`src/hdl/bpc_pkg.sv`:
```
// Package with the types and constants shared by the button press classifier.
`default_nettype none
package bpc_pkg;

  localparam int TIME_MAX_DEF  = 2147483647;
  localparam int COUNT_MAX_DEF = 255;

  localparam int TS_W  = 31;
  localparam int TPS_W = 29;
  localparam int RC_W  = 8;

  typedef enum logic [1:0] {
    FN_START   = 2'd0,
    FN_PRESS   = 2'd1,
    FN_RELEASE = 2'd2,
    FN_TICK    = 2'd3
  } func_t;

  typedef enum logic [2:0] {
    ST_UNKNOWN  = 3'd0,
    ST_IDLE     = 3'd1,
    ST_WAIT_REL = 3'd2,
    ST_WAITING  = 3'd3,
    ST_REPORT   = 3'd4
  } state_t;

  typedef enum logic [1:0] {
    TY_UNKNOWN = 2'd0,
    TY_SHORT   = 2'd1,
    TY_LONG    = 2'd2,
    TY_FIVE    = 2'd3
  } ptype_t;

  typedef struct packed {
    func_t            func;
    logic [TS_W-1:0]  timestamp;
  } event_t;

  typedef struct packed {
    logic             accepted;
    state_t           machine_state;
    logic             report_fired;
    logic             report_ready;
    ptype_t           reported_type;
    logic [RC_W-1:0]  reported_count;
    logic [TS_W-1:0]  last_release_time;
  } result_t;

endpackage
`default_nettype wire

```
`src/hdl/bpc_core.sv`:
```
// Classifier state machine: holds the press state and works out one result per event.
`default_nettype none
module bpc_core #(
  parameter int TIME_MAX  = bpc_pkg::TIME_MAX_DEF,
  parameter int COUNT_MAX = bpc_pkg::COUNT_MAX_DEF
) (
  input  wire logic                       clk,
  input  wire logic                       rst,
  input  wire logic                       take,
  input  wire bpc_pkg::event_t            ev,
  input  wire logic [bpc_pkg::TPS_W-1:0]  ticks_per_second,
  output bpc_pkg::result_t                res
);
  import bpc_pkg::*;

  localparam int CNT_W = $clog2(COUNT_MAX + 1);
  localparam int LEN_W = TS_W + 2;
  localparam logic [TS_W-1:0]  TMAX = TS_W'(TIME_MAX);
  localparam logic [CNT_W-1:0] CMAX = CNT_W'(COUNT_MAX);

  state_t            state, state_next;
  logic [CNT_W-1:0]  pending_count, pending_count_next;
  ptype_t            pending_type, pending_type_next;
  logic [RC_W-1:0]   latched_count, latched_count_next;
  ptype_t            latched_type, latched_type_next;
  logic [TS_W-1:0]   press_stamp, press_stamp_next;
  logic [TS_W-1:0]   release_stamp, release_stamp_next;

  logic [TS_W-1:0]   ts;
  logic [LEN_W-1:0]  len;
  logic [LEN_W-1:0]  thr_long;
  logic [LEN_W-1:0]  thr_five;
  ptype_t            cls;
  logic [CNT_W-1:0]  count_inc;
  logic              acc;
  logic              rep_req;
  ptype_t            rep_type;
  logic [CNT_W-1:0]  rep_count;
  logic              rep_latch;
  logic              rep_clear;

  always_comb begin
    ts = (ev.timestamp > TMAX) ? TMAX : ev.timestamp;
    if (press_stamp < ts) begin
      len = LEN_W'(ts) - LEN_W'(press_stamp);
    end else begin
      len = LEN_W'(TMAX) - LEN_W'(press_stamp) + LEN_W'(ts);
    end
    thr_long = LEN_W'(ticks_per_second);
    thr_five = (LEN_W'(ticks_per_second) << 2) + LEN_W'(ticks_per_second);
    if (len >= thr_five) begin
      cls = TY_FIVE;
    end else if (len >= thr_long) begin
      cls = TY_LONG;
    end else begin
      cls = TY_SHORT;
    end
    count_inc = (pending_count < CMAX) ? pending_count + CNT_W'(1) : CMAX;
  end

  // Decode what the event asks for in the present state.
  always_comb begin
    acc       = 1'b0;
    rep_req   = 1'b0;
    rep_type  = pending_type;
    rep_count = pending_count;
    case (ev.func)
      FN_START: begin
        acc = 1'b1;
      end
      FN_PRESS: begin
        acc = (state == ST_IDLE) || (state == ST_WAITING);
      end
      FN_RELEASE: begin
        acc       = (state == ST_WAIT_REL);
        rep_req   = (state == ST_WAIT_REL) && (cls == TY_FIVE);
        rep_type  = cls;
        rep_count = count_inc;
      end
      FN_TICK: begin
        acc     = (state == ST_WAITING) || (state == ST_REPORT);
        rep_req = (state == ST_WAITING);
      end
      default: begin
        acc = 1'b0;
      end
    endcase
    rep_latch = rep_req && (latched_type != rep_type) && (latched_type == TY_UNKNOWN);
    rep_clear = rep_req && (latched_type != rep_type) && (latched_type != TY_UNKNOWN);
  end

  always_comb begin
    state_next = state;
    case (ev.func)
      FN_START:   state_next = ST_IDLE;
      FN_PRESS:   state_next = acc ? ST_WAIT_REL : ST_IDLE;
      FN_RELEASE: state_next = !acc ? ST_IDLE : (cls == TY_FIVE) ? ST_REPORT : ST_WAITING;
      FN_TICK: begin
        if (state == ST_WAITING) begin
          state_next = ST_REPORT;
        end else if (state != ST_REPORT) begin
          state_next = ST_IDLE;
        end
      end
      default: state_next = state;
    endcase
    if (rep_clear) begin
      state_next = ST_IDLE;
    end
  end

  always_comb begin
    pending_count_next = pending_count;
    pending_type_next  = pending_type;
    latched_count_next = latched_count;
    latched_type_next  = latched_type;
    press_stamp_next   = press_stamp;
    release_stamp_next = release_stamp;
    if (ev.func == FN_PRESS && acc) begin
      press_stamp_next  = ts;
      pending_type_next = TY_UNKNOWN;
    end
    if (ev.func == FN_RELEASE && acc) begin
      release_stamp_next = ts;
      pending_type_next  = cls;
      pending_count_next = count_inc;
    end
    if (rep_latch) begin
      latched_type_next  = rep_type;
      latched_count_next = RC_W'(rep_count);
    end
    if (ev.func == FN_START || (ev.func == FN_PRESS && !acc) || rep_clear) begin
      pending_count_next = '0;
      pending_type_next  = TY_UNKNOWN;
      latched_count_next = '0;
      latched_type_next  = TY_UNKNOWN;
      press_stamp_next   = '0;
      release_stamp_next = '0;
    end
    res.accepted          = acc;
    res.machine_state     = state_next;
    res.report_fired      = rep_latch;
    res.report_ready      = (state_next == ST_REPORT);
    res.reported_type     = latched_type_next;
    res.reported_count    = latched_count_next;
    res.last_release_time = release_stamp_next;
  end

  always_ff @(posedge clk) begin
    if (rst) begin
      state         <= ST_UNKNOWN;
      pending_count <= '0;
      pending_type  <= TY_UNKNOWN;
      latched_count <= '0;
      latched_type  <= TY_UNKNOWN;
      press_stamp   <= '0;
      release_stamp <= '0;
    end else if (take) begin
      state         <= state_next;
      pending_count <= pending_count_next;
      pending_type  <= pending_type_next;
      latched_count <= latched_count_next;
      latched_type  <= latched_type_next;
      press_stamp   <= press_stamp_next;
      release_stamp <= release_stamp_next;
    end
  end

endmodule
`default_nettype wire

```
`src/hdl/button_press_classifier.sv`:
```
// Top level of the button press classifier with its output register and skid stage.
// Events (start, press, release, report tick, each with a timestamp) enter on the
// ev channel as one beat each; every event yields exactly one result beat on the
// res channel, carrying the acceptance flag, the new machine state, the report
// pulse and the latched report. Classification and state update are combinational;
// the result is registered and shown in the cycle after its event is taken unless the
// receiver stalls, and an event can be taken in every cycle while ev_stall is low.
// The single configuration register, the tick count of one second, is written through
// the cfg channel, which is always ready; it should be changed only while no event is
// in flight. Synchronous reset returns the machine to the unknown state with all counts,
// types and stamps at zero and the register at zero, and empties the output stages.
// When the receiver stalls, the result is held in the output register and one further
// result goes into the skid stage; ev_stall then rises until the skid stage drains.
`default_nettype none
module button_press_classifier #(
  parameter int TIME_MAX  = bpc_pkg::TIME_MAX_DEF,
  parameter int COUNT_MAX = bpc_pkg::COUNT_MAX_DEF
) (
  input  wire logic                       clk,
  input  wire logic                       rst,
  input  wire logic                       ev_valid,
  output logic                            ev_stall,
  input  wire bpc_pkg::event_t            ev,
  output logic                            res_valid,
  input  wire logic                       res_stall,
  output bpc_pkg::result_t                res,
  input  wire logic                       cfg_valid,
  output logic                            cfg_ready,
  input  wire logic [bpc_pkg::TPS_W-1:0]  cfg_data
);
  import bpc_pkg::*;

  logic [TPS_W-1:0] ticks_per_second;
  logic             take;
  result_t          res_new;
  logic             skid_valid;
  result_t          skid;

  assign cfg_ready = 1'b1;
  assign ev_stall  = skid_valid;
  assign take      = ev_valid && !ev_stall;

  always_ff @(posedge clk) begin
    if (rst) begin
      ticks_per_second <= '0;
    end else if (cfg_valid && cfg_ready) begin
      ticks_per_second <= cfg_data;
    end
  end

  bpc_core #(
    .TIME_MAX  (TIME_MAX),
    .COUNT_MAX (COUNT_MAX)
  ) u_core (
    .clk              (clk),
    .rst              (rst),
    .take             (take),
    .ev               (ev),
    .ticks_per_second (ticks_per_second),
    .res              (res_new)
  );

  always_ff @(posedge clk) begin
    if (rst) begin
      res_valid  <= 1'b0;
      skid_valid <= 1'b0;
    end else if (!res_valid || !res_stall) begin
      if (skid_valid) begin
        res_valid  <= 1'b1;
        skid_valid <= 1'b0;
      end else begin
        res_valid <= take;
      end
    end else if (take) begin
      skid_valid <= 1'b1;
    end
  end

  always_ff @(posedge clk) begin
    if (!res_valid || !res_stall) begin
      if (skid_valid) begin
        res <= skid;
      end else if (take) begin
        res <= res_new;
      end
    end else if (take) begin
      skid <= res_new;
    end
  end

endmodule
`default_nettype wire
```
`config.mk`:
```
export PLATFORM = sky130hd
export DESIGN_NAME = button_press_classifier
export DESIGN_NICKNAME = d
export VERILOG_FILES = /design/src/hdl/bpc_pkg.sv /design/src/hdl/bpc_core.sv /design/src/hdl/button_press_classifier.sv
export SDC_FILE = /design/constraint.sdc
export NUM_CORES = 1
export LEC_CHECK = 0
export BUFFER_PORTS_ARGS = -buffer_cell sky130_fd_sc_hd__buf_2
export CORE_ASPECT_RATIO = 0.7
export CORE_UTILIZATION = 50
export DETAILED_ROUTE_END_ITERATION = 10
export PLACE_DENSITY = 0.74
export SYNTH_ARGS = -nofsm -noshare
export SYNTH_HDL_FRONTEND = slang
export SYNTH_SLANG_ARGS = --single-unit
```
`constraint.sdc`:
```
create_clock -name clk -period 9.7 [get_ports clk]
set_clock_uncertainty 0.2 [all_clocks]
set_input_delay 2.425 -clock clk [delete_from_list [all_inputs] [get_ports clk]]
set_output_delay 2.425 -clock clk [all_outputs]
set_load 0.01 [all_outputs]
```
* Word-level counts from Yosys, hierarchy flattened
Index checks and enable logic that the tools add are counted.
** Storage, ports and cells
- Bits in registers :: 210
- Input port bits :: 67
** Cells by class
- Add/subtract/negate cells :: 5
- Eq/ne operators :: 11
- $lt $le $gt $ge :: 5
- Bitwise gates (word level) :: 1
- Reductions and logical operators :: 30
- Muxes and demuxes :: 32
** Operators by type and width (count)
- $mux W31 :: 5
- $mux W47 :: 2
- $mux W8 :: 6
- $add A33 B31 Y33 :: 1
- $ge A33 B29 Y1 :: 1
- $ge A33 B33 Y1 :: 1
- $mux W33 :: 1
- $add A31 B29 Y32 :: 1
- $sub A31 B31 Y32 :: 1
- $sub A31 B31 Y32 const A :: 1
- $gt A31 B31 Y1 const B :: 1
- $lt A31 B31 Y1 :: 1
- $mux W2 :: 9
- $mux W3 :: 5
- $pmux W3 S4 :: 1
- $reduce_and A2 Y1 :: 5
- $add A8 B1 Y8 const B :: 1
- $logic_and A1 B1 Y1 :: 8
- $lt A8 B8 Y1 const B :: 1
- $reduce_bool A2 Y1 :: 4
- $eq A2 B2 Y1 const B :: 3
- $eq A3 B2 Y1 const B :: 2
- $eq A3 B3 Y1 const B :: 2
- $logic_or A1 B1 Y1 :: 5
- other kinds (12) :: 16

* Depth between registers and ports, before layout
- Depth after elaboration :: 16
- Mapped depth :: 28

* By module
Synthesis repeated with hierarchy kept, for this count alone.
** Second synthesis, totals
- Cells, all modules :: 1469
- Area total of the unflattened synthesis :: 13653.1 um^2
** Modules (own cells, without submodules)
- bpc_core :: seq. area each 1701.6 um^2, area an instance 9125.0 um^2, times used 1, cells each 1219
- button_press_classifier :: seq. area each 3443.3 um^2, area an instance 4528.1 um^2, times used 1, cells each 250

* Worst setup path after synthesis
Ideal clock, no wire load.
- Path kind :: input -> register
- From :: input ev[9] (netlist name)
- To :: register u_core.pending_count[0]
- Stages :: 28
- Library setup time :: 0.059 ns
- Data arrival time :: 8.437 ns
- Buffers on the path :: 4
- Path slack :: 1.004 ns
- Cell sequence :: clkbuf_1 ha_1 buf_2 and3_4 nand4_2 or4_1 buf_2 and2_4 a2111o_1 a211oi_2 a21oi_2 o21ai_4 a211oi_2 or4b_1 o2111ai_1 ha_1 a21oi_1 o21ai_0 a221oi_1 nor2b_1 o311ai_0 o211a_1 and2_1 o22a_1 nand4_1 nor2_1 buf_2 a22o_1
** Between the ends
- Cells in the longest elaborated chain, start to end :: 15
- Elaborated cells between the ends (all ways) :: 21
- Classes of those cells :: 2 x add/sub; 4 x order compare; 2 x eq/ne; 7 x mux; 6 x reduce/logical
** RTL lines
- start, declared :: RTL line button_press_classifier.sv:23 : input wire bpc_pkg::event_t ev,
- $gt A31 B31 Y1 :: RTL line bpc_core.sv:43 : ts = (ev.timestamp > TMAX) ? TMAX : ev.timestamp;
- $mux W31 (*) :: RTL line bpc_core.sv:43
- $add A33 B31 Y33 (tied with other cells) :: RTL line bpc_core.sv:47 : len = LEN_W'(TMAX) - LEN_W'(press_stamp) + LEN_W'(ts);
- $mux W33 (*) :: RTL line bpc_core.sv:44 : if (press_stamp < ts) begin
- $ge A33 B29 Y1 :: RTL line bpc_core.sv:53 : end else if (len >= thr_long) begin
- $mux W2 :: RTL line bpc_core.sv:53
- $mux W2 (*) :: RTL line bpc_core.sv:51 : if (len >= thr_five) begin
- $eq A2 B2 Y1 :: RTL line bpc_core.sv:76 : rep_req = (state == ST_WAIT_REL) && (cls == TY_FIVE);
- $logic_and A1 B1 Y1 :: RTL line bpc_core.sv:76
- $pmux W1 S2 :: RTL line bpc_core.sv:67 : case (ev.func)
- $logic_and A1 B1 Y1 (*) (2 in series) :: RTL line bpc_core.sv:89 : rep_clear = rep_req && (latched_type != rep_type) && (latched_type != TY_UNKNOWN);
- $logic_or A1 B1 Y1 (*) :: RTL line bpc_core.sv:132 : if (ev.func == FN_START || (ev.func == FN_PRESS && !acc) || rep_clear) begin
- $reduce_bool A2 Y1 (no line)
- $reduce_and A2 Y1 (no line)
- end signal, assigned :: RTL line bpc_core.sv:160 : pending_count <= pending_count_next;
- end, declared :: RTL line bpc_core.sv:22 : logic [CNT_W-1:0] pending_count, pending_count_next;
Every way passes the cells marked *; elsewhere a longest branch is shown, timed or not.
A chain may end at the register's enable or synchronous reset.

* Final worst setup path
- From :: input ev[8] (netlist name)
- To :: register u_core.latched_count[1]
** Between the ends
- Cells in the longest elaborated chain, start to end :: 14
- Elaborated cells between the ends (all ways) :: 21
- Classes of those cells :: 2 x add/sub; 4 x order compare; 2 x eq/ne; 8 x mux; 5 x reduce/logical
** RTL lines
- $gt A31 B31 Y1 :: RTL line bpc_core.sv:43
- $mux W31 (*) :: RTL line bpc_core.sv:43
- $add A33 B31 Y33 (tied with other cells) :: RTL line bpc_core.sv:47
- $mux W33 (*) :: RTL line bpc_core.sv:44
- $ge A33 B29 Y1 :: RTL line bpc_core.sv:53
- $mux W2 :: RTL line bpc_core.sv:53
- $mux W2 (*) :: RTL line bpc_core.sv:51
- $eq A2 B2 Y1 :: RTL line bpc_core.sv:76
- $logic_and A1 B1 Y1 :: RTL line bpc_core.sv:76
- $pmux W1 S2 :: RTL line bpc_core.sv:67
- $logic_and A1 B1 Y1 (*) :: RTL line bpc_core.sv:88, bpc_core.sv:89
- $logic_and A1 B1 Y1, on equally long branches :: RTL line bpc_core.sv:88, bpc_core.sv:89
- $mux W8 or $logic_or A1 B1 Y1 (tied branches) :: RTL line bpc_core.sv:128, bpc_core.sv:132
- $mux W8 (*) :: RTL line bpc_core.sv:132
- end signal, assigned :: RTL line bpc_core.sv:162 : latched_count <= latched_count_next;
- end, declared :: RTL line bpc_core.sv:24 : logic [RC_W-1:0] latched_count, latched_count_next;
Marks and branches as above.

==> results.yml <==
setup_path:
  slowest_delay_ns: 0.66
  timing.rr.start: "u_core.press_stamp[9]"
  crit_path_start_kind: "input pin"
  cp.buffers_inverters: 2
  cpMaxStageDelayCell: "or4_1"
  path_max_fanout: 83
  cp.required_ns: 9.95
  cp.depth: 26
  reg2reg_depth: 26
  critPathTopFamily: "compound AO/OA/AOI/OAI gates"
  reg2reg_slack_ns: 2.43
  cp.arrival_ns: 9.18
  crit_type: "in2reg"
  r2r-end: "u_core.latched_count[1]"
  endpoint_kind: "flop"
  critPathLaunch: "ev[8]"
  critPathCapture: "u_core.latched_count[1]"
global_routing:
  use_met1: 0.339
  grt-ovfl-total: 0
  grt_pass1_vias: 10500
  grt_first_pass_wirelength_mm: 53.2
  grt_max_degree: 92
  grt_usage: 0.236
  antenna_found_initial: 1
  use_met3: 0.0370
  grt.busiest_layer: "met2"
  grt_use_met2: 0.373
status:
  status: "finished clean"
clock_network:
  root_buffer: "clkbuf_16"
  ctsResizeCount: 0
  clk_path_buf_depth: 3
  clkTransAtPathRegs_ns: 0.06
  cts_buffers: 23
  insertion_delay_ns: 0.52
  htreeDepth: 1
  cts_sinks: 210
  ctsHoldBuffers: 0
  cts_tree: "done"
  post_cts_buffers: 0
yosys:
  synth_edf_count: 94
  synthFlopType: "dfxtp_1"
  synth-seq-cells: 210
  synth_top_area_share: 0.210
  ys_warn_count: 0
  seq_area_frac_synth: 0.384
  synth_largest_area_cell: "edfxtp_1"
  syn-cell-area_sq_um: 13400
  synthTopCellsByArea: "edfxtp_1 21%, dfxtp_1 17%, ha_1 11%"
  synthArstFlopShare: 0
  syn_nets: 1659
  synth_cells: 1470
  synth_cell_types: 71
  synth_area_per_cell_sq_um: 9.12
worst_hold_path:
  hold_path_class: "reg2reg"
timing:
  rsz0062_at_grt: "no"
  slew_violations: 0
  report.final.hold_viol_count: 0
  fmax_mhz: 112
  min_period_ns: 8.94
  tns_ns: 0
  final-setup-viol-count: 0
  fin_crit_sh: 0.921
  relSlewSlack: 0.287
  fin_ws_ns: 0.762
  worstMarginPinSlew_ns: 1.07
floorplanning:
  die_y_um: 139
  num_rows: 49
  die_w_um: 198
  initial_core_util: 0.516
  io_pins: 117
  core_sq_um: 26000
  design.die.area_sq_um: 27500
finish:
  syn_to_final_growth_pct: 11.4
  multiInputGateArea_sq_um: 7550
  layout-drive-gt1-share: 0.129
  finalNetCount: 1711
  layout.cells.non_filler: 1898
  final_common_cell: "nor2_1"
  seq_area_sq_um: 5150
  final_util: 0.575
  final_cell_mix: "122 x nor2_1, 119 x ha_1, 115 x buf_2, 115 x dfxtp_1, 114 x nand2_1"
  nFillCells: 2352
power_and_ir_drop:
  ir_drop_mv: 0.155
  power_mw: 2.23
  power_per_cell_area_nw_per_um2: 149
  power.leakage_nw: 6.11
routing:
  drt_iter0_drc: 787
  wl_per_cell_um: 17.2
  wirelength_mm: 32.6
  drcViolationCount: 0
  vias_per_cell: 5.86
  detail-route-antenna-nets: 0
  drtPass1Iterations: 5
  num_vias: 11100
placed_design:
  io_buffers: 115
  dp_slack_ns: 0.299
  globalplace.congestion: 0.966
  dpl.cell_count: 1854
  hpwlAfterDp_mm: 24.1
flow_run:
  maxCapViolCount: 0
==> how the worst min path moves through the flow <==
stage	startpoint	endpoint	slack (ns)	cells after the start
3_5_place_dp	u_core.latched_count[1]	u_core.latched_count[1]	0.25	2
6_report	u_core.latched_count[1]	u_core.latched_count[1]	0.25	2
3_3_place_gp	u_core.latched_count[4]	u_core.latched_count[4]	0.24	2
2_1_floorplan	u_core.latched_count[1]	u_core.latched_count[1]	0.23	2
5_1_grt	u_core.latched_count[1]	u_core.latched_count[1]	0.27	2
4_1_cts	u_core.latched_count[1]	u_core.latched_count[1]	0.25	2
==> stage by stage <==
stage,instance area [sq um],hold WS (ns)
after floorplan,13400,0.232
after global placement,14200,0.244
after detailed placement,14200,0.246
after CTS,14900,0.254
after global routing,14900,0.272
final,14900,0.253
==> area by class of cell <==
| cell class | count | area share |
|---|---|---|
| Clock inverter | 11 | 0.00594 |
| Inverter | 96 | 0.0241 |
| Clock buffer | 30 | 0.0424 |
| Tap cell | 357 | 0.0299 |
| Multi-Input combinational cell | 1062 | 0.505 |
| Sequential cell | 210 | 0.344 |
| Timing Repair Buffer | 129 | 0.0480 |
| Antenna cell | 3 | 0.000502 |
==> worst register-to-register path, cell delays in order (launching register included) <==
cell and delay, ns:
dfxtp_1 0.33, inv_1 0.05, ha_1 0.41, and3_4 0.24
nand4_2 0.12, or4_1 0.66, and2_4 0.22, a2111o_1 0.41
a211oi_2 0.48, a21oi_2 0.17, o21ai_4 0.22, a211oi_2 0.11
or4b_1 0.52, o2111ai_1 0.16, ha_1 0.31, a21oi_1 0.12
o21ai_0 0.14, a221oi_1 0.31, nor2b_1 0.07, o311ai_0 0.35
o211a_1 0.24, and2_1 0.22, o22a_1 0.26, nand2_2 0.12
buf_12 0.21, or3_1 0.43, a21oi_1 0.13
==> cell usage after synthesis (8+ instances only) <==
cell type	n
or3_1	10
nand2_1	115
nor3_1	22
mux2i_1	62
a211oi_1	14
nor2b_1	13
dfxtp_1	116
inv_1	96
ha_1	119
and2_1	12
nand4_1	18
o211ai_1	8
nand2b_1	10
mux2_2	8
xnor2_1	30
a211o_1	8
or2_2	9
and3_1	11
o31ai_1	43
a31oi_1	13
o21ai_0	56
a22o_1	64
o21bai_1	13
nor2_1	124
edfxtp_1	94
a21o_1	34
o21a_1	13
xor2_1	22
buf_1	11
a21oi_1	109
nand3_1	23
clkbuf_1	83
==> registers in the layout, summed over array words and instances, names as in the netlist, 2 cells and up <==
register	flops
u_core.state	3
skid	47
ticks_per_second	29
u_core.press_stamp	31
u_core.pending_count	8
u_core.release_stamp	31
u_core.pending_type	2
u_core.latched_type	2
u_core.latched_count	8
res	47
==> cell families (layout without fill, tap and decap cells) <==
family / Yosys count / count (layout) / share of synthesized area
fa+ha+maj: 122 / 122 / 0.115
compound gates: 432 / 432 / 0.224
xor+xnor: 52 / 52 / 0.0340
other cells: 1 / 4 / 0.000280
mux: 70 / 70 / 0.0530
flops: 210 / 210 / 0.384
simple gates: 385 / 385 / 0.134
buf+inv: 198 / 266 / 0.0563
==> per-layer routing <==
metal,share of wire,up-vias
met3,0.051,37
met4,0.016,0
met5,0,-
met2,0.45,264
li1,-,5482
met1,0.49,5330
==> power breakdown <==
part           switching (mW)  internal [mW]  total [mW]  leakage (nW)
sequential             0.0154          0.946       0.961          1.89
combinational           0.254          0.171       0.425          3.87
clock                   0.356          0.488       0.844         0.350
total                   0.626           1.60        2.23          6.11
Note: power is estimated with default switching activity, not from simulation.
